File: src/sdpap_pkg.sv
`timescale 1ns / 1ps
// ----------------------------------------------------------------------------
// sdpap_pkg
// Types, constants and helper functions shared by the SDP answer audio parser.
// ----------------------------------------------------------------------------
package sdpap_pkg;

   typedef struct packed {
      logic [7:0] sdp_byte;
      logic       last_byte;
   } req_type;

   typedef struct packed {
      logic [2:0]  status;
      logic [31:0] remote_address;
      logic [15:0] remote_port;
      logic [6:0]  event_payload;
   } rsp_type;

   localparam logic [2:0] ST_OK      = 3'd0;
   localparam logic [2:0] ST_NO_C    = 3'd1;
   localparam logic [2:0] ST_NO_M    = 3'd2;
   localparam logic [2:0] ST_BAD_PRT = 3'd3;
   localparam logic [2:0] ST_NO_PCMU = 3'd4;

   localparam logic [6:0] EVENT_RESET = 7'd101;

   localparam int unsigned NUM_PREFIXES = 4;
   localparam int unsigned EVENT_LEN    = 15;

   localparam logic [4:0] PREFIX_LEN [NUM_PREFIXES] = '{5'd9, 5'd8, 5'd15, 5'd9};

   // prefix characters, index 0 is the first character
   function automatic logic [7:0] prefix_char(input logic [1:0] k, input logic [3:0] col);
      logic [8*15-1:0] s;
      begin
         unique case (k)
            2'd0:    s = {"c=IN IP4 ", 48'h0};
            2'd1:    s = {"m=audio ", 56'h0};
            2'd2:    s = "a=rtpmap:0 PCMU";
            default: s = {"a=rtpmap:", 48'h0};
         endcase
         prefix_char = s[8*(14-col) +: 8];
      end
   endfunction

   function automatic logic [7:0] event_char(input logic [3:0] idx);
      logic [8*15-1:0] s;
      begin
         s = "telephone-event";
         event_char = (idx < 4'd15) ? s[8*(14-idx) +: 8] : 8'h00;
      end
   endfunction

   function automatic logic is_ws(input logic [7:0] b);
      is_ws = (b == 8'h20) || (b == 8'h09) || (b == 8'h0A) || (b == 8'h0B) ||
              (b == 8'h0C) || (b == 8'h0D);
   endfunction

   function automatic logic is_digit(input logic [7:0] b);
      is_digit = (b >= 8'h30) && (b <= 8'h39);
   endfunction

endpackage

File: src/sdp_answer_audio_parser_unit.sv
`timescale 1ns / 1ps
// ----------------------------------------------------------------------------
// sdp_answer_audio_parser_unit
// Byte-serial SDP answer scanner: address, audio port, PCMU, event type.
// ----------------------------------------------------------------------------
//  channel  direction  payload   handshake
//  req      in         req_type  req_valid / req_ready
//  rsp      out        rsp_type  rsp_valid / rsp_ready
//  csr      in         7 bits    csr_write, no wait
//
// One byte is taken per cycle while req_ready is high; scan state updates
// from the input register. The marked last byte registers one response from
// there in the output register; req_ready stays high unless that register
// holds an untaken response and another last byte would replace it.
// Synchronous active-high reset returns scan state and the register default.
module sdp_answer_audio_parser_unit (
   input  logic                clock,
   input  logic                reset,
   input  logic                req_valid,
   output logic                req_ready,
   input  sdpap_pkg::req_type  req_data,
   output logic                rsp_valid,
   input  logic                rsp_ready,
   output sdpap_pkg::rsp_type  rsp_data,
   input  logic                csr_write,
   input  logic [6:0]          csr_data
);
   import sdpap_pkg::*;

   localparam logic [7:0] CH_LF = 8'h0A;
   localparam logic [7:0] CH_CR = 8'h0D;
   localparam logic [7:0] CH_SP = 8'h20;
   localparam logic [7:0] CH_TAB = 8'h09;
   localparam logic [7:0] CH_DOT = 8'h2E;
   localparam logic [7:0] CH_PLUS = 8'h2B;
   localparam logic [7:0] CH_MINUS = 8'h2D;
   localparam logic [7:0] CH_ZERO = 8'h30;
   localparam logic [7:0] CH_T = 8'h74;

   // input register
   logic       in_vld_ff;
   req_type    in_ff;

   logic [6:0] dflt_ff, dflt_in;
   logic [4:0] column_ff, column_in;
   logic [3:0] alive_ff, alive_in;
   logic [1:0] aphase_ff, aphase_in;
   logic [31:0] aword_ff, aword_in;
   logic [8:0] oacc_ff, oacc_in;
   logic [1:0] oidx_ff, oidx_in;
   logic       abad_ff, abad_in, odig_ff, odig_in;
   logic [1:0] mphase_ff, mphase_in;
   logic [16:0] pacc_ff, pacc_in;
   logic       pneg_ff, pneg_in, pscan_ff, pscan_in, pseen_ff, pseen_in;
   logic [15:0] recent_ff, recent_in;
   logic [1:0] map_ff, map_in;
   logic [6:0] mtype_ff, mtype_in;
   logic [3:0] ematch_ff, ematch_in;
   logic [6:0] etype_ff, etype_in;
   logic       enamed_ff, enamed_in;

   logic       out_vld_ff, out_vld_in;
   rsp_type    out_ff, out_in;

   // a last byte in the input register needs the output register free
   logic stall;
   assign stall     = in_vld_ff && in_ff.last_byte && out_vld_ff && !rsp_ready;
   assign req_ready = !stall;
   assign rsp_valid = out_vld_ff;
   assign rsp_data  = out_ff;

   always_comb begin
      logic [7:0] b;
      logic       do_step;
      logic [3:0] nz;
      logic [15:0] low;
      logic [10:0] mv;
      logic [11:0] ov;
      logic [2:0] st;
      b = in_ff.sdp_byte;
      do_step = in_vld_ff && !stall;

      dflt_in = csr_write ? csr_data : dflt_ff;
      column_in = column_ff; alive_in = alive_ff; aphase_in = aphase_ff;
      aword_in = aword_ff; oacc_in = oacc_ff; oidx_in = oidx_ff;
      abad_in = abad_ff; odig_in = odig_ff; mphase_in = mphase_ff;
      pacc_in = pacc_ff; pneg_in = pneg_ff; pscan_in = pscan_ff;
      pseen_in = pseen_ff; recent_in = recent_ff; map_in = map_ff;
      mtype_in = mtype_ff; ematch_in = ematch_ff; etype_in = etype_ff;
      enamed_in = enamed_ff;
      out_in = out_ff;
      out_vld_in = out_vld_ff && !rsp_ready;
      nz = '0; low = '0; mv = '0; ov = '0; st = ST_OK;

      if (csr_write && !enamed_ff) etype_in = csr_data;

      if (do_step) begin
         // address
         if (aphase_ff == 2'd1) begin
            if (b == CH_CR || b == CH_LF || b == CH_SP || b == CH_TAB) begin
               aword_in = (!abad_ff && oidx_ff == 2'd3 && odig_ff) ?
                          {aword_ff[23:0], oacc_ff[7:0]} : 32'hFFFF_FFFF;
               aphase_in = 2'd2;
            end else if (!abad_ff) begin
               if (is_digit(b)) begin
                  ov = {3'd0, oacc_ff} * 12'd10 + {8'd0, b[3:0]};
                  odig_in = 1'b1;
                  if (ov > 12'd255) begin
                     abad_in = 1'b1; oacc_in = 9'd256;
                  end else begin
                     oacc_in = ov[8:0];
                  end
               end else if (b == CH_DOT) begin
                  if (!odig_ff || oidx_ff == 2'd3) abad_in = 1'b1;
                  else begin
                     aword_in = {aword_ff[23:0], oacc_ff[7:0]};
                     oidx_in = oidx_ff + 2'd1; oacc_in = '0; odig_in = 1'b0;
                  end
               end else begin
                  abad_in = 1'b1;
               end
            end
         end
         // port: phase 1 skip, 2 digits, 3 done
         low = pacc_ff[15:0] * 16'd10 + {12'd0, b[3:0]};
         if (mphase_ff == 2'd1) begin
            if (!is_ws(b)) begin
               if (b == CH_PLUS) mphase_in = 2'd2;
               else if (b == CH_MINUS) begin pneg_in = 1'b1; mphase_in = 2'd2; end
               else if (is_digit(b)) begin
                  pacc_in = {pacc_ff[16] | (b != CH_ZERO), low}; mphase_in = 2'd2;
               end else mphase_in = 2'd3;
            end
         end else if (mphase_ff == 2'd2) begin
            if (is_digit(b)) pacc_in = {pacc_ff[16] | (b != CH_ZERO), low};
            else mphase_in = 2'd3;
         end
         // pcmu token on the m line
         if (pscan_ff) begin
            if (recent_ff == {CH_SP, CH_ZERO} && (b == CH_SP || b == CH_CR || b == CH_LF))
               pseen_in = 1'b1;
            if (b == CH_CR || b == CH_LF) pscan_in = 1'b0;
            recent_in = {recent_ff[7:0], b};
         end
         // rtpmap line
         if (map_ff != 2'd0 && b != CH_LF) begin
            if (map_ff == 2'd1) begin
               if (!is_ws(b)) begin
                  if (b == CH_PLUS) map_in = 2'd2;
                  else if (b == CH_MINUS) begin mtype_in = '0; map_in = 2'd3; end
                  else if (is_digit(b)) begin mtype_in = {3'd0, b[3:0]}; map_in = 2'd2; end
                  else map_in = 2'd3;
               end
            end else if (map_ff == 2'd2) begin
               if (is_digit(b)) begin
                  mv = {4'd0, mtype_ff} * 11'd10 + {7'd0, b[3:0]};
                  mtype_in = (mv > 11'd127) ? 7'd127 : mv[6:0];
               end else map_in = 2'd3;
            end
            if (ematch_ff < 4'(EVENT_LEN)) begin
               if (b == event_char(ematch_ff)) ematch_in = ematch_ff + 4'd1;
               else ematch_in = (b == CH_T) ? 4'd1 : 4'd0;
               if (ematch_in == 4'(EVENT_LEN) && mtype_in != 7'd0) begin
                  etype_in = mtype_in; enamed_in = 1'b1;
               end
            end
         end
         // line prefixes
         if (b == CH_LF) begin
            column_in = '0; alive_in = 4'hF; map_in = 2'd0; ematch_in = '0;
         end else begin
            for (int k = 0; k < NUM_PREFIXES; k++) begin
               if (alive_ff[k] && column_ff < PREFIX_LEN[k]) begin
                  if (b != prefix_char(2'(k), column_ff[3:0])) alive_in[k] = 1'b0;
                  else if (column_ff == PREFIX_LEN[k] - 5'd1) begin
                     alive_in[k] = 1'b0;
                     nz[k] = 1'b1;
                  end
               end
            end
            if (nz[0] && aphase_ff == 2'd0) begin
               aphase_in = 2'd1; aword_in = '0; oacc_in = '0; oidx_in = '0;
               abad_in = 1'b0; odig_in = 1'b0;
            end
            if (nz[1] && mphase_ff == 2'd0) begin
               mphase_in = 2'd1; pscan_in = 1'b1; recent_in = '0;
            end
            if (nz[2]) pseen_in = 1'b1;
            if (nz[3]) begin map_in = 2'd1; mtype_in = '0; ematch_in = '0; end
            if (column_ff != 5'd31) column_in = column_ff + 5'd1;
         end

         if (in_ff.last_byte) begin
            if (aphase_in == 2'd1)
               aword_in = (!abad_in && oidx_in == 2'd3 && odig_in) ?
                          {aword_in[23:0], oacc_in[7:0]} : 32'hFFFF_FFFF;
            if (pscan_in && recent_in == {CH_SP, CH_ZERO}) pseen_in = 1'b1;
            priority if (aphase_in == 2'd0) st = ST_NO_C;
            else if (mphase_in == 2'd0) st = ST_NO_M;
            else if (!pacc_in[16] || pneg_in) st = ST_BAD_PRT;
            else if (!pseen_in) st = ST_NO_PCMU;
            else st = ST_OK;
            out_vld_in = 1'b1;
            out_in.status = st;
            if (st == ST_OK) begin
               out_in.remote_address = aword_in;
               out_in.remote_port = pacc_in[15:0];
               out_in.event_payload = enamed_in ? etype_in : dflt_in;
            end else begin
               out_in.remote_address = '0; out_in.remote_port = '0;
               out_in.event_payload = '0;
            end
            column_in = '0; alive_in = 4'hF; aphase_in = '0; aword_in = '0;
            oacc_in = '0; oidx_in = '0; abad_in = 1'b0; odig_in = 1'b0;
            mphase_in = '0; pacc_in = '0; pneg_in = 1'b0; pscan_in = 1'b0;
            pseen_in = 1'b0; recent_in = '0; map_in = '0; mtype_in = '0;
            ematch_in = '0; etype_in = dflt_in; enamed_in = 1'b0;
         end
      end
   end

   always_ff @(posedge clock) begin
      if (req_ready) in_ff <= req_data;
      out_ff <= out_in;
      if (reset) begin
         in_vld_ff <= 1'b0; out_vld_ff <= 1'b0; dflt_ff <= EVENT_RESET;
         column_ff <= '0; alive_ff <= 4'hF; aphase_ff <= '0; oidx_ff <= '0;
         abad_ff <= 1'b0; odig_ff <= 1'b0; mphase_ff <= '0; pneg_ff <= 1'b0;
         pscan_ff <= 1'b0; pseen_ff <= 1'b0; map_ff <= '0; ematch_ff <= '0;
         etype_ff <= EVENT_RESET; enamed_ff <= 1'b0;
         aword_ff <= '0; oacc_ff <= '0; pacc_ff <= '0; recent_ff <= '0; mtype_ff <= '0;
      end else begin
         if (req_ready) in_vld_ff <= req_valid;
         out_vld_ff <= out_vld_in; dflt_ff <= dflt_in;
         column_ff <= column_in; alive_ff <= alive_in; aphase_ff <= aphase_in;
         oidx_ff <= oidx_in; abad_ff <= abad_in; odig_ff <= odig_in;
         mphase_ff <= mphase_in; pneg_ff <= pneg_in; pscan_ff <= pscan_in;
         pseen_ff <= pseen_in; map_ff <= map_in; ematch_ff <= ematch_in;
         etype_ff <= etype_in; enamed_ff <= enamed_in;
         aword_ff <= aword_in; oacc_ff <= oacc_in; pacc_ff <= pacc_in;
         recent_ff <= recent_in; mtype_ff <= mtype_in;
      end
   end

endmodule
File: config.mk
export PLATFORM = sky130hd
export DESIGN_NAME = sdp_answer_audio_parser_unit
export DESIGN_NICKNAME = d
export VERILOG_FILES = /design/src/sdpap_pkg.sv /design/src/sdp_answer_audio_parser_unit.sv
export SDC_FILE = /design/constraint.sdc
export NUM_CORES = 1
export LEC_CHECK = 0
export BUFFER_PORTS_ARGS = -buffer_cell sky130_fd_sc_hd__buf_2
export CAP_MARGIN = 10
export CELL_PAD_IN_SITES_DETAIL_PLACEMENT = 0
export CELL_PAD_IN_SITES_GLOBAL_PLACEMENT = 2
export CORE_MARGIN = 2
export CORE_UTILIZATION = 42
export DETAILED_ROUTE_END_ITERATION = 12
export GPL_TIMING_DRIVEN = 0
export PLACE_DENSITY = 0.91
export SLEW_MARGIN = 20
export SYNTH_ARGS = -nofsm -noshare
export SYNTH_HDL_FRONTEND = slang
export SYNTH_SLANG_ARGS = --single-unit
export TNS_END_PERCENT = 1
File: constraint.sdc
create_clock -name clock -period 5.6 [get_ports clock]
set_clock_uncertainty 0.05 [all_clocks]
set_input_delay 0 -clock clock [delete_from_list [all_inputs] [get_ports clock]]
set_output_delay 0 -clock clock [all_outputs]
set_load 0.02 [all_outputs]
After elaboration in Yosys (flattened, before gate mapping)
Index checks and enable logic that the tools add are counted.
Operators by class
  shift-type cells: 5
  muxes and demuxes: 206
  multipliers: 3
  eq/ne operators: 34
  order comparisons: 8
  add/subtract/negate cells: 8
  bitwise logic cells: 1
  reductions and logical operators: 67
Operators with widths (number)
  two-way mux 120 bit: 12
  indexed part select 120 x 33 -> 8 bit: 4
  two-way mux 32 bit: 12
  two-way mux 7 bit: 22
  two-way mux 17 bit: 8
  indexed part select 120 x 33 -> 8 bit, first input constant: 1
  two-way mux 9 bit: 10
  two-way mux 1 bit: 82
  two-way mux 16 bit: 5
  two-way mux 2 bit: 34
  two-way mux 4 bit: 11
  equality test 8 x 4 -> 1 bit, second input constant: 5
  equality test 16 x 14 -> 1 bit, second input constant: 2
  equality test 8 x 6 -> 1 bit, second input constant: 4
  != test 8 bit: 4
  nonzero test 4 bit: 6
  logical AND 1 bit: 21
  two-way mux 3 bit: 6
  adder 16 x 4 -> 16 bit: 1
  multiplier 16 x 3 -> 15 bit, second input constant: 1
  < comparator 5 x 4 -> 1 bit, second input constant: 3
  two-way mux 5 bit: 3
  AND reduction 3 bit: 5
  nonzero test 3 bit: 5
  36 further kinds: 65
Word-level totals
  logic and storage cells: 363
  output and inout port bits: 60
  register bits after elaboration: 191
  input bits: 21

Longest topological paths before layout
Gate-level depths: netlist of the first run.
  depth after elaboration: 28
  gate-level depth with buffers: 19
  gate-level depth less buffers: 14

Least setup slack after synthesis of the first run
Ideal clock, no wire load.
  path kind: reg-to-reg
  from: register mtype_ff[1]
  to: register out_ff (netlist bit rsp_data[1]) (data pin)
  period minus slack after synthesis: 3.878 ns
  buffers on the path: 0
  slack: 1.722 ns
  arrival time: 3.559 ns
  required time: 5.280 ns
  stages on the path, launching flop included: 14
  library setup time: 0.270 ns
  cell sequence: dfxtp_1 -> ha_1 -> ha_1 -> fa_1 -> xor2_1 -> and4b_1 -> a211oi_1 -> o41ai_1 -> a211o_1 -> nor3b_2 -> a211oi_4 -> nor2_4 -> a211oi_2 -> a211oi_2
Between the ends
  cells in the longest elaborated chain, start to end: 16
  elaborated cells between the ends (all ways): 23
  those cells by class: add/sub (1); mul (1); order compare (1); mux (18); reduce/logical (2)
RTL lines
  from (decl): line sdp_answer_audio_parser_unit.sv:57  | logic [6:0] mtype_ff, mtype_in;
  from (signal assigned): line sdp_answer_audio_parser_unit.sv:241  | recent_ff <= recent_in; mtype_ff <= mtype_in;
  multiplier 7 x 3 -> 10 bit: line sdp_answer_audio_parser_unit.sv:156  | mv = {4'd0, mtype_ff} * 11'd10 + {7'd0, b[3:0]};
  adder 11 x 4 -> 11 bit: line sdp_answer_audio_parser_unit.sv:156
  greater-than comparator 11 x 7 -> 1 bit: line sdp_answer_audio_parser_unit.sv:157  | mtype_in = (mv > 11'd127) ? 7'd127 : mv[6:0];
  two-way mux 7 bit: line sdp_answer_audio_parser_unit.sv:157
  two-way mux 7 bit: line sdp_answer_audio_parser_unit.sv:155  | if (is_digit(b)) begin
  two-way mux 7 bit: line sdp_answer_audio_parser_unit.sv:154  | end else if (map_ff == 2'd2) begin
  two-way mux 7 bit (*): line sdp_answer_audio_parser_unit.sv:147  | if (map_ff == 2'd1) begin
  two-way mux 7 bit (*): line sdp_answer_audio_parser_unit.sv:146  | if (map_ff != 2'd0 && b != CH_LF) begin
  two-way mux 7 bit (*): line sdp_answer_audio_parser_unit.sv:97  | if (do_step) begin
  nonzero test 7 bit: line sdp_answer_audio_parser_unit.sv:163  | if (ematch_in == 4'(EVENT_LEN) && mtype_in != 7'd0) begin
  logical AND 1 bit: line sdp_answer_audio_parser_unit.sv:163
  two-way mux 1 bit: line sdp_answer_audio_parser_unit.sv:163
  two-way mux 1 bit: line sdp_answer_audio_parser_unit.sv:160  | if (ematch_ff < 4'(EVENT_LEN)) begin
  two-way mux 1 bit: line sdp_answer_audio_parser_unit.sv:146
  two-way mux 1 bit: line sdp_answer_audio_parser_unit.sv:97
  two-way mux 7 bit (*): line sdp_answer_audio_parser_unit.sv:208  | out_in.event_payload = enamed_in ? etype_in : dflt_in;
  to (signal assigned): line sdp_answer_audio_parser_unit.sv:224  | out_ff <= out_in;
  to (decl): line sdp_answer_audio_parser_unit.sv:63  | rsp_type out_ff, out_in;
Mark *: on every way between the ends. The rest lies on a longest branch, timed or not. The select of a mux whose other input is x is not followed.
A chain may end at the register's enable or synchronous reset.

Worst setup path in the final report of the first run
  from: register column_ff[1]
  to: register out_ff (netlist bit rsp_data[23]) (data pin)
Between the ends
  cells in the longest elaborated chain, start to end: 23
  elaborated cells between the ends (all ways): 81
  those cells by class: add/sub (1); order compare (3); eq/ne (9); shift (3); mux (53); reduce/logical (12)
RTL lines
  from (decl): line sdp_answer_audio_parser_unit.sv:45  | logic [4:0] column_ff, column_in;
  from (signal assigned): line sdp_answer_audio_parser_unit.sv:235  | column_ff <= column_in; alive_ff <= alive_in; aphase_ff <= aphase_in;
  subtractor 4 x 4 -> 5 bit: line sdpap_pkg.sv:43  | prefix_char = s[8*(14-col) +: 8];
  indexed part select 120 x 33 -> 8 bit: line sdpap_pkg.sv:43
  != test 8 bit: line sdp_answer_audio_parser_unit.sv:174  | if (b != prefix_char(2'(k), column_ff[3:0])) alive_in[k] = 1'b0;
  two-way mux 1 bit: line sdp_answer_audio_parser_unit.sv:174
  two-way mux 1 bit: line sdp_answer_audio_parser_unit.sv:173  | if (alive_ff[k] && column_ff < PREFIX_LEN[k]) begin
  two-way mux 1 bit: line sdp_answer_audio_parser_unit.sv:169  | if (b == CH_LF) begin
  two-way mux 1 bit: line sdp_answer_audio_parser_unit.sv:97
  logical AND 1 bit: line sdp_answer_audio_parser_unit.sv:185  | if (nz[1] && mphase_ff == 2'd0) begin
  [7 not listed]
  two-way mux 1 bit: line sdp_answer_audio_parser_unit.sv:97
  two-way mux 3 bit: line sdp_answer_audio_parser_unit.sv:201  | else if (!pseen_in) st = ST_NO_PCMU;
  two-way mux 3 bit: line sdp_answer_audio_parser_unit.sv:200  | else if (!pacc_in[16] || pneg_in) st = ST_BAD_PRT;
  two-way mux 3 bit: line sdp_answer_audio_parser_unit.sv:199  | else if (mphase_in == 2'd0) st = ST_NO_M;
  two-way mux 3 bit: line sdp_answer_audio_parser_unit.sv:198  | priority if (aphase_in == 2'd0) st = ST_NO_C;
  two-way mux 3 bit: line sdp_answer_audio_parser_unit.sv:193  | if (in_ff.last_byte) begin
  two-way mux 3 bit: line sdp_answer_audio_parser_unit.sv:97
  zero test 3 bit: line sdp_answer_audio_parser_unit.sv:205  | if (st == ST_OK) begin
Parallel ways exist; a longest one is shown, timed or not. The select of a mux whose other input is x is not followed.

==> results of run 1 <==
## registers in the layout, summed over array words and instances, names as in the netlist, 2 cells and up
register,flops
mphase_ff,2
oidx_ff,2
aword_ff,32
pacc_ff,17
map_ff,2
oacc_ff,9
alive_ff,4
ematch_ff,4
mtype_ff,7
aphase_ff,2
dflt_ff,7
in_ff,9
column_ff,5
recent_ff,16
rsp_data,58
etype_ff,7
## worst register-to-register path: stages (launching register included)
cell and delay [ns]:
dfxtp_1 0.54, buf_2 0.29, buf_2 0.26, inv_1 0.16, ha_1 0.40, buf_2 0.26, inv_2 0.14, or4_1 0.52
o21ai_1 0.12, xnor2_1 0.18, o2111ai_1 0.24, nor4_2 0.45, and4_1 0.27, buf_4 0.19, nor2_1 0.12, buf_2 0.29
a221oi_1 0.48
## metal layers
layer	track usage [%]	vias to the layer above	wire, um	share of wire (%)
li1	-	5957	-	-
met1	34.91	6005	19520	46
met2	43.05	376	20150	47
met3	3.951	72	2084	4.9
met4	8.806	0	1115	2.6
met5	0.1481	-	0	0
## worst max-delay path by stage
| stage | start | end | cells after the start |
|---|---|---|---|
| finish | column_ff[1]$_SDFFE_PP0P_ | rsp_data[23]$_SDFFCE_PP0P_ | 16 |
| global route | column_ff[1]$_SDFFE_PP0P_ | rsp_data[23]$_SDFFCE_PP0P_ | 16 |
| CTS | column_ff[1]$_SDFFE_PP0P_ | rsp_data[23]$_SDFFCE_PP0P_ | 16 |
| detailed placement | column_ff[0]$_SDFFE_PP0P_ | rsp_data[23]$_SDFFCE_PP0P_ | 16 |
| global placement | in_ff[0]$_DFFE_PN_ | pacc_ff[16]$_SDFFE_PP0P_ | 4 |
| floorplan | mtype_ff[1]$_SDFFE_PP0P_ | rsp_data[1]$_SDFFCE_PP0P_ | 13 |
## metrics by stage
stage / total power [W] / hold WS (ns)
after floorplan: 0.001651 / 0.04887
after global placement: 0.001736 / 0.1294
after detailed placement: 0.001737 / 0.1281
after CTS: 0.003071 / 0.1026
after global routing: 0.003148 / 0.1414
final: 0.003054 / 0.1043
## final cells by class
cell class                      count  area [sq um]  area share (%)
Clock buffer                       17         425.4           2.812
Sequential cell                   191          4494           29.71
Inverter                           31         116.4          0.7693
Buffer                            116         593.1           3.921
Clock inverter                     15         210.2           1.390
Timing Repair Buffer              100         633.1           4.186
Multi-Input combinational cell   1180          8150           53.88
Tap cell                          402         503.0           3.325
## power groups by stage
stage	logic, W	clock network [W]	registers [W]
global placement	0.000240	0	0.00150
global route	0.000280	0.00140	0.00146
floorplan	0.000156	0	0.00149
CTS	0.000255	0.00135	0.00146
finish	0.000259	0.00133	0.00146
detailed placement	0.000244	0	0.00149
## cell usage in the layout, fill, tap and decap left out, types with 14 or more instances in the layout
| cell type | Yosys | final |
|---|---|---|
| a221oi_2 | 29 | 29 |
| dfxtp_1 | 124 | 124 |
| nor2_1 | 215 | 215 |
| clkbuf_1 | 58 | 58 |
| o22ai_1 | 42 | 42 |
| nor3_1 | 49 | 49 |
| nand3_1 | 24 | 24 |
| o21ai_0 | 58 | 58 |
| nor2b_1 | 22 | 21 |
| xnor2_1 | 29 | 29 |
| ha_1 | 65 | 65 |
| a22oi_1 | 32 | 32 |
| a211oi_1 | 19 | 19 |
| nand2b_1 | 23 | 23 |
| mux2i_1 | 25 | 25 |
| a31oi_1 | 14 | 14 |
| o21ai_1 | 14 | 14 |
| nand2_1 | 65 | 65 |
| buf_2 | 30 | 109 |
| a22o_1 | 17 | 17 |
| inv_1 | 28 | 28 |
| dlygate4sd3_1 | 0 | 19 |
| xor2_1 | 34 | 34 |
| a21oi_1 | 115 | 115 |
| a21o_1 | 17 | 17 |
| edfxtp_1 | 67 | 67 |
| clkbuf_16 | 0 | 17 |
## Yosys cell counts, types with 23 or more instances
master / number
nand2b_1: 23
buf_2: 30
a221oi_2: 29
a21oi_1: 115
edfxtp_1: 67
inv_1: 28
ha_1: 65
mux2i_1: 25
dfxtp_1: 124
o22ai_1: 42
xor2_1: 34
nand2_1: 65
nor3_1: 49
xnor2_1: 29
a22oi_1: 32
o21ai_0: 58
nand3_1: 24
clkbuf_1: 58
nor2_1: 215
## timing repair
action | CTS | global route
resized for setup | 0 | 0
hold endpoints to repair | 26 | 0
hold buffers | 19 | 0
## kinds of logic (layout without fill, tap and decap cells)
family,after synthesis,in the layout
buffers and inverters,147,279
and+or+nand+nor,532,532
AOI/OAI and AO/OA,482,482
muxes,29,29
adders and majority gates,73,73
xor gates and xnor gates,64,64
DFF,191,191
==> run_results.csv, run 1 <==
group,metric,value,unit
global_route,track_usage,26.07,%
placement,portBuffers,79,
logic_synthesis,synthCells,1518,
critical_path,worstReg2RegStart,"column_ff[1]$_SDFFE_PP0P_",
floorplanning,die_w,182.2,um
floorplanning,dieArea,0.03320,sq mm
worst_hold_path,min_path_type,"in -> reg",
critical_path,critPathKind,"reg -> reg",
floorplanning,core_area,0.03139,sq mm
worst_hold_path,whs_path_depth,3,
clock_tree,cts_tree,"yes",
critical_path,path_common_cell,"buf_2",
worst_hold_path,hold-path-endpoint,"dflt_ff[0]$_SDFF_PP1_",
clock_tree,insertion_delay,0.46,ns
placement,placedCellCount,2001,
logic_synthesis,synth-compound-area-share,26.39,%
clock_tree,root_buffer,"clkbuf_16",
logic_synthesis,synthSimpleGateAreaFrac,20.89,%
floorplanning,ios,81,
placement,place_area,0.01429,sq mm
final_layout,instances_no_fill,2052,
clock_tree,htree_levels,4,
pwr,pwr-share-clk,43.7,%
drt,wl_per_cell,20.89,um
logic_synthesis,synth_nets,1610,
logic_synthesis,syn-cell-area,0.01334,sq mm
pwr,p_leak,5.761,nW
placement,place.gp.congestion,0.9096,
drt,drc_errors,0,
logic_synthesis,async_reset_ff_share,0,%
critical_path,worstRegToRegCells,16,
floorplanning,rows,65,
drt,drt_pass1_iterations,6,
logic_synthesis,ys.flop_type,"dfxtp_1",
logic_synthesis,yosys.area.top_type,"dfxtp_1",
final_layout,drive_gt1_share,15.33,%
floorplanning,die_h,182.2,um
sta,finalSetupViolCount,0,
sta,fmax,191.7,MHz
critical_path,max_stage_delay,0.54,ns
floorplanning,start_util,42.50,%
placement,post-place-ws,0.5656,ns
sta,post-route-period-util,93.14,%
logic_synthesis,synth_xor_area_share,4.343,%
drt,ant_nets,0,
logic_synthesis,ys.warnings.count,0,
global_route,grt_pass1_wl,68740,um
sta,tightestPinTransition,0.8972,ns
clock_tree,post-cts-setup-buffer-count,0,
pwr,combPwrFrac,8.5,%
critical_path,cp.required,5.75,ns
sta,slew_headroom,39.67,%
critical_path,path_cells,"buf_2, buf_2, inv_1, ha_1, buf_2, inv_2, or4_1, o21ai_1, xnor2_1, o2111ai_1, nor4_2, and4_1, buf_4, nor2_1, buf_2, a221oi_1",
placement,hpwlAfterDp,31710,um
sta,drv_slew,0,
logic_synthesis,synth_top_family_by_area,"compound AO/OA/AOI/OAI gates",
sta,period_needed,5.216,ns
final_layout,antenna_cells,0,
logic_synthesis,synth_top_area_share,18.61,%
final_layout,fill_cells,3122,
logic_synthesis,yosysSeqAreaShare,33.69,%
logic_synthesis,synthTopCellsByArea,"dfxtp_1, edfxtp_1, ha_1",
logic_synthesis,ys_ff_latch,191,
global_route,grt_pass1_vias,12200,
pwr,internal-power,0.002225,W
logic_synthesis,synth_fa_ha_area_share,7.156,%
sta,worst_slack,0.3843,ns
logic_synthesis,yosys.cell_types.count,107,
global_route,grt_overflow,0,
critical_path,slowest_stage,"dfxtp_1",
clock_tree,cts.sinks,191,
critical_path,crit_arrival,5.37,ns
clock_tree,cts_buffer_depth,2,
flow_run,drv_cap,0,
final_layout,syn2layout_area_growth,13.38,%
pwr,p_seq_share,47.8,%
critical_path,r2r-end,"rsp_data[23]$_SDFFCE_PP0P_",
critical_path,critical_path_buf_inv_count,7,
global_route,grt_max_degree,26,
drt,wirelength,42870,um
drt,via_count,12410,
critical_path,reg2reg_slack,0.38,ns
sta,setup_tns,0,ns
global_route,grt_antenna_before_repair,0,
worst_hold_path,hp-start,"csr_write",
status,status,"complete, no violations",
logic_synthesis,muxShareOfSynthArea,2.213,%
pwr,vdd_drop_max,0.2114,mV
sta,hold_viol,0,
drt,first_iter_violations,1030,
drt,viasPerCell,6.048,
sta,rsz0062_at_grt,"no",
clock_tree,clk_pin_slew_worst_paths,0.08,ns
final_layout,utilization,48.18,%
pwr,swShare,27.14,%
final_layout,final_nets,1729,
clock_tree,cts_buffers,17,
critical_path,cpLargestDelayFamily,"buffers and inverters",
final_layout,final_area,0.01513,sq mm
logic_synthesis,syn_avg_cell_area,8.788,sq um
pwr,powerDensity,201.9,mW/mm^2
logic_synthesis,synth-edff-count,67,
critical_path,critPathMaxFanout,10,
critical_path,worst_setup_path_start_kind,"flip-flop",
pwr,p_sw,0.0008289,W
critical_path,crit_path_end_kind,"flip-flop",
No activity file was read; power rests on OpenSTA's default activity.
==> inputs of run 2 (changes only) <==
CORE_UTILIZATION = 35   (was 42)
PLACE_DENSITY = 0.78   (was 0.91)
==> run_results.csv, run 2 (same netlist as run 1, synthesis figures left out) <==
group,metric,value,unit
status,status,"complete, no violations",
clock_tree,root_buffer,"clkbuf_16",
pwr,p_seq_share,49.2,%
global_route,grt_overflow,0,
placement,placedCellCount,2110,
critical_path,crit_arrival,5.42,ns
critical_path,crit_path_start,"column_ff[1]$_SDFFE_PP0P_",
drt,ant_nets,0,
pwr,pwr-share-clk,42.0,%
floorplanning,ios,81,
drt,via_count,12300,
final_layout,antenna_cells,0,
final_layout,final_cell_mix,"nor2_1, dfxtp_1, a21oi_1",
pwr,powerDensity,195.3,mW/mm^2
global_route,grt_max_degree,27,
pwr,internal-power,0.002135,W
floorplanning,start_util,35.50,%
clock_tree,clk_pin_slew_worst_paths,0.08,ns
critical_path,worstRegToRegCells,15,
drt,wl_per_cell,20.65,um
pwr,vdd_drop_max,0.1836,mV
floorplanning,dieArea,0.03969,sq mm
final_layout,final_common_cell,"nor2_1",
drt,viasPerCell,5.692,
pwr,p_sw,0.0008345,W
placement,hpwlAfterDp,33260,um
clock_tree,cts_buffers,17,
critical_path,reg2reg_slack,0.49,ns
worst_hold_path,whs_path_depth,4,
sta,slew_headroom,37.93,%
global_route,grt_pass1_vias,12090,
sta,rsz0062_at_grt,"no",
critical_path,critPathMaxFanout,10,
clock_tree,cts_buffer_depth,2,
floorplanning,die_w,199.2,um
pwr,combPwrFrac,8.7,%
drt,drt_pass1_iterations,5,
floorplanning,core_area,0.03758,sq mm
sta,post-route-period-util,91.25,%
drt,wirelength,44610,um
flow_run,drv_cap,0,
critical_path,r2r-end,"ematch_ff[1]$_SDFFE_PP0P_",
worst_hold_path,hp-start,"reset",
critical_path,worstReg2RegStart,"column_ff[1]$_SDFFE_PP0P_",
global_route,grt_antenna_before_repair,0,
global_route,track_usage,22.97,%
clock_tree,htree_levels,4,
drt,first_iter_violations,977,
final_layout,largest_reg_flops,58,
floorplanning,rows,71,
sta,hold_viol,0,
drt,drc_errors,0,
worst_hold_path,hold-path-endpoint,"oidx_ff[0]$_SDFFE_PP0P_",
critical_path,crit_path_end_kind,"flip-flop",
placement,place.gp.congestion,0.9032,
sta,drv_slew,0,
worst_hold_path,min_path_type,"in -> reg",
clock_tree,cts_tree,"yes",
sta,fmax,195.7,MHz
global_route,grt_pass1_wl,70390,um
clock_tree,insertion_delay,0.46,ns
clock_tree,cts.sinks,191,
placement,portBuffers,79,
sta,finalSetupViolCount,0,
final_layout,syn2layout_area_growth,13.97,%
pwr,p_leak,5.728,nW
sta,period_needed,5.110,ns
final_layout,final_nets,1728,
sta,setup_tns,0,ns
critical_path,critPathKind,"reg -> reg",
final_layout,drive_gt1_share,15.28,%
pwr,power.total,0.002970,W
sta,tightestPinTransition,0.9311,ns
critical_path,worst_setup_path_start_kind,"flip-flop",
pwr,swShare,28.10,%
critical_path,cp.required,5.91,ns
floorplanning,die_h,199.2,um
final_layout,instances_no_fill,2160,
==> run 2: changes by cell type in the layout (fill, tap and decap cells not counted), sizes merged <==
cell / previous run / this run
bufinv: 2 / 0
clkbuf: 75 / 76
clkinvlp: 0 / 1
dlygate4sd3: 19 / 18
==> run 2: power groups by stage <==
stage | combinational (W) | sequential [W] | clock [W]
2_1_floorplan | 0.000156 | 0.00149 | 0
3_3_place_gp | 0.000244 | 0.00150 | 0
3_5_place_dp | 0.000247 | 0.00149 | 0
4_1_cts | 0.000258 | 0.00146 | 0.00127
5_1_grt | 0.000283 | 0.00146 | 0.00133
6_report | 0.000260 | 0.00146 | 0.00125
==> run 2: worst max-delay path by stage <==
stage | endpoint | slack (ns) | depth (start not counted)
floorplan | rsp_data[1]$_SDFFCE_PP0P_ | 1.72 | 13
global placement | pacc_ff[16]$_SDFFE_PP0P_ | 0.25 | 4
detailed placement | ematch_ff[1]$_SDFFE_PP0P_ | 0.63 | 15
CTS | ematch_ff[1]$_SDFFE_PP0P_ | 0.62 | 15
global route | rsp_data[24]$_SDFFCE_PP0P_ | 0.27 | 16
finish | ematch_ff[1]$_SDFFE_PP0P_ | 0.49 | 15
==> run 2: final cells by class <==
cell class / instances / area (sq um)
Sequential cell: 191 / 4494
Clock inverter: 14 / 158.9
Buffer: 116 / 593.1
Multi-Input combinational cell: 1180 / 8150
Clock buffer: 18 / 429.2
Tap cell: 511 / 639.4
Fill cell: 3858 / 22370
Timing Repair Buffer: 99 / 623.1
Inverter: 31 / 116.4
==> run 2: through the flow <==
stage	setup WS (ns)	hold WS, ns	area (sq um)	util [%]
finish	0.4900	0.03559	15200	40.46
global route	0.2703	0.02599	15200	40.46
CTS	0.6226	0.001124	15200	40.46
detailed placement	0.6326	0.1298	14440	38.42
global placement	0.2500	0.1304	14380	38.25
floorplan	1.722	0.04887	13340	-
==> run 2: what timing repair did <==
item	4_1_cts	5_1_grt
hold buffers	18	0
setup endpoints to repair	0	0
setup buffers	0	0
endpoints found under the hold margin	25	0
resized for setup	0	0
==> run 2: critical path: stages, from the launching register on <==
cell and delay [ns]:
dfxtp_1 0.52, buf_2 0.29, buf_2 0.28, inv_1 0.17, ha_1 0.41, buf_2 0.26, nor2b_1 0.46, a2bb2oi_1 0.19
o21ai_1 0.14, or3b_1 0.37, a2111oi_2 0.55, nor4b_4 0.50, or3_1 0.31, nand2_1 0.09, and2_1 0.18, a22o_1 0.23
==> run 2: metal layers <==
layer	track usage, %	part of all wire [%]
met5	0	0
met4	6.882	2.0
met3	2.447	3.4
met2	37.77	47
met1	31.69	48
==> inputs of run 3 (changes only) <==
GPL_TIMING_DRIVEN = unset   (was 0)
==> run_results.csv, run 3 (same netlist as run 1, synthesis figures left out) <==
group,metric,value,unit
status,status,"complete, no violations",
drt,first_iter_violations,875,
clock_tree,htree_levels,4,
final_layout,final_common_cell,"nor2_1",
drt,ant_nets,0,
final_layout,drive_gt1_share,15.18,%
pwr,powerDensity,200.7,mW/mm^2
critical_path,critPathMaxFanout,10,
clock_tree,insertion_delay,0.46,ns
sta,drv_slew,0,
placement,hpwlAfterDp,27830,um
final_layout,utilization,39.79,%
critical_path,reg2reg_slack,0.91,ns
floorplanning,core_area,0.03758,sq mm
worst_hold_path,hold-path-endpoint,"dflt_ff[5]$_SDFF_PP1_",
final_layout,largest_reg_flops,58,
drt,viasPerCell,5.711,
critical_path,r2r-end,"rsp_data[1]$_SDFFCE_PP0P_",
floorplanning,die_w,199.2,um
placement,portBuffers,80,
final_layout,syn2layout_area_growth,12.07,%
critical_path,cp.required,5.72,ns
drt,via_count,11910,
pwr,p_leak,5.608,nW
clock_tree,cts.sinks,191,
global_route,grt_antenna_before_repair,0,
final_layout,final_nets,1653,
critical_path,worstRegToRegCells,12,
clock_tree,clk_pin_slew_worst_paths,0.08,ns
floorplanning,start_util,35.50,%
sta,setup_tns,0,ns
clock_tree,root_buffer,"clkbuf_16",
drt,drc_errors,0,
clock_tree,post-cts-setup-buffer-count,0,
pwr,vdd_drop_max,0.1896,mV
worst_hold_path,hp-start,"csr_write",
global_route,track_usage,20.86,%
floorplanning,rows,71,
critical_path,worstReg2RegStart,"in_ff[2]$_DFFE_PN_",
critical_path,crit_path_end_kind,"flip-flop",
drt,wl_per_cell,19.60,um
critical_path,critPathKind,"reg -> reg",
sta,hold_viol,0,
floorplanning,ios,81,
global_route,grt_pass1_vias,11600,
global_route,grt_pass1_wl,64940,um
critical_path,worst_setup_path_start_kind,"flip-flop",
clock_tree,cts_tree,"yes",
sta,post-route-period-util,83.71,%
global_route,grt_max_degree,56,
worst_hold_path,min_path_type,"in -> reg",
sta,tightestPinTransition,1.100,ns
floorplanning,dieArea,0.03969,sq mm
sta,period_needed,4.688,ns
drt,wirelength,40870,um
clock_tree,cts_buffers,17,
floorplanning,die_h,199.2,um
worst_hold_path,whs_path_depth,3,
sta,finalSetupViolCount,0,
final_layout,final_cell_mix,"nor2_1, dfxtp_1, a21oi_1",
critical_path,crit_arrival,4.81,ns
drt,drt_pass1_iterations,6,
placement,place.gp.congestion,0.8533,
sta,rsz0062_at_grt,"no",
clock_tree,cts_buffer_depth,2,
sta,slew_headroom,26.65,%
global_route,grt_overflow,0,
sta,fmax,213.3,MHz
final_layout,antenna_cells,0,
flow_run,drv_cap,0,
==> run 3: routing by layer <==
metal  global-route usage (%)  wire (um)
met5                        0          0
met4                    7.186        905
met3                    3.173       1579
met2                    33.86      19260
met1                    28.20      19120
==> run 3: worst max path at each step <==
stage	startpoint	endpoint	slack (ns)	depth (start not counted)
after floorplan	mtype_ff[1]$_SDFFE_PP0P_	rsp_data[1]$_SDFFCE_PP0P_	1.72	13
after global placement	mtype_ff[1]$_SDFFE_PP0P_	rsp_data[1]$_SDFFCE_PP0P_	0.96	13
after detailed placement	mtype_ff[1]$_SDFFE_PP0P_	rsp_data[4]$_SDFFCE_PP0P_	0.99	13
after CTS	mtype_ff[1]$_SDFFE_PP0P_	rsp_data[4]$_SDFFCE_PP0P_	0.97	13
after global routing	mtype_ff[1]$_SDFFE_PP0P_	rsp_data[4]$_SDFFCE_PP0P_	0.64	13
final	in_ff[2]$_DFFE_PN_	rsp_data[1]$_SDFFCE_PP0P_	0.91	12
==> run 3: worst max-delay path: stages (launching register included) <==
cell and delay [ns]:
edfxtp_1 0.60, ha_1 0.35, fa_1 0.42, a21oi_1 0.23, and4b_1 0.24, a211oi_1 0.69, nor4_1 0.18, o31ai_2 0.53
nor3b_2 0.17, a211oi_4 0.47, nor2_4 0.14, a211oi_2 0.25, a211oi_2 0.06
==> run 3: cell type report <==
type	count	area (sq um)
Inverter	31	116.4
Clock inverter	14	168.9
Multi-Input combinational cell	1180	8162
Timing Repair Buffer	140	930.9
Tap cell	511	639.4
Fill cell	3824	22630
Clock buffer	18	439.2
Sequential cell	191	4494
==> run 3: what timing repair did <==
item,4_1_cts,5_1_grt
hold buffers,26,0
endpoints found under the hold margin,61,0
endpoints found under the setup margin,0,0
gates resized for setup,0,0
==> run 3: stage by stage <==
step	power, W	instances	cell area (sq um)	setup slack, ns	hold slack [ns]
2_1_floorplan	0.001651	1518	13340	1.722	0.04887
3_3_place_gp	0.001732	2027	14080	0.9574	0.1308
3_5_place_dp	0.001731	2027	14080	0.9910	0.1288
4_1_cts	0.003027	2085	14950	0.9714	0.002652
5_1_grt	0.003105	2085	14950	0.6409	0.03796
6_report	0.003000	2085	14950	0.9125	0.01419
==> run 3: where the power goes <==
part	internal, W	switching [W]	total (W)	leakage (nW)
clock network	0.000652	0.000633	0.00128	0.296
logic	0.0000869	0.000162	0.000249	3.60
registers	0.00145	0.0000191	0.00147	1.72
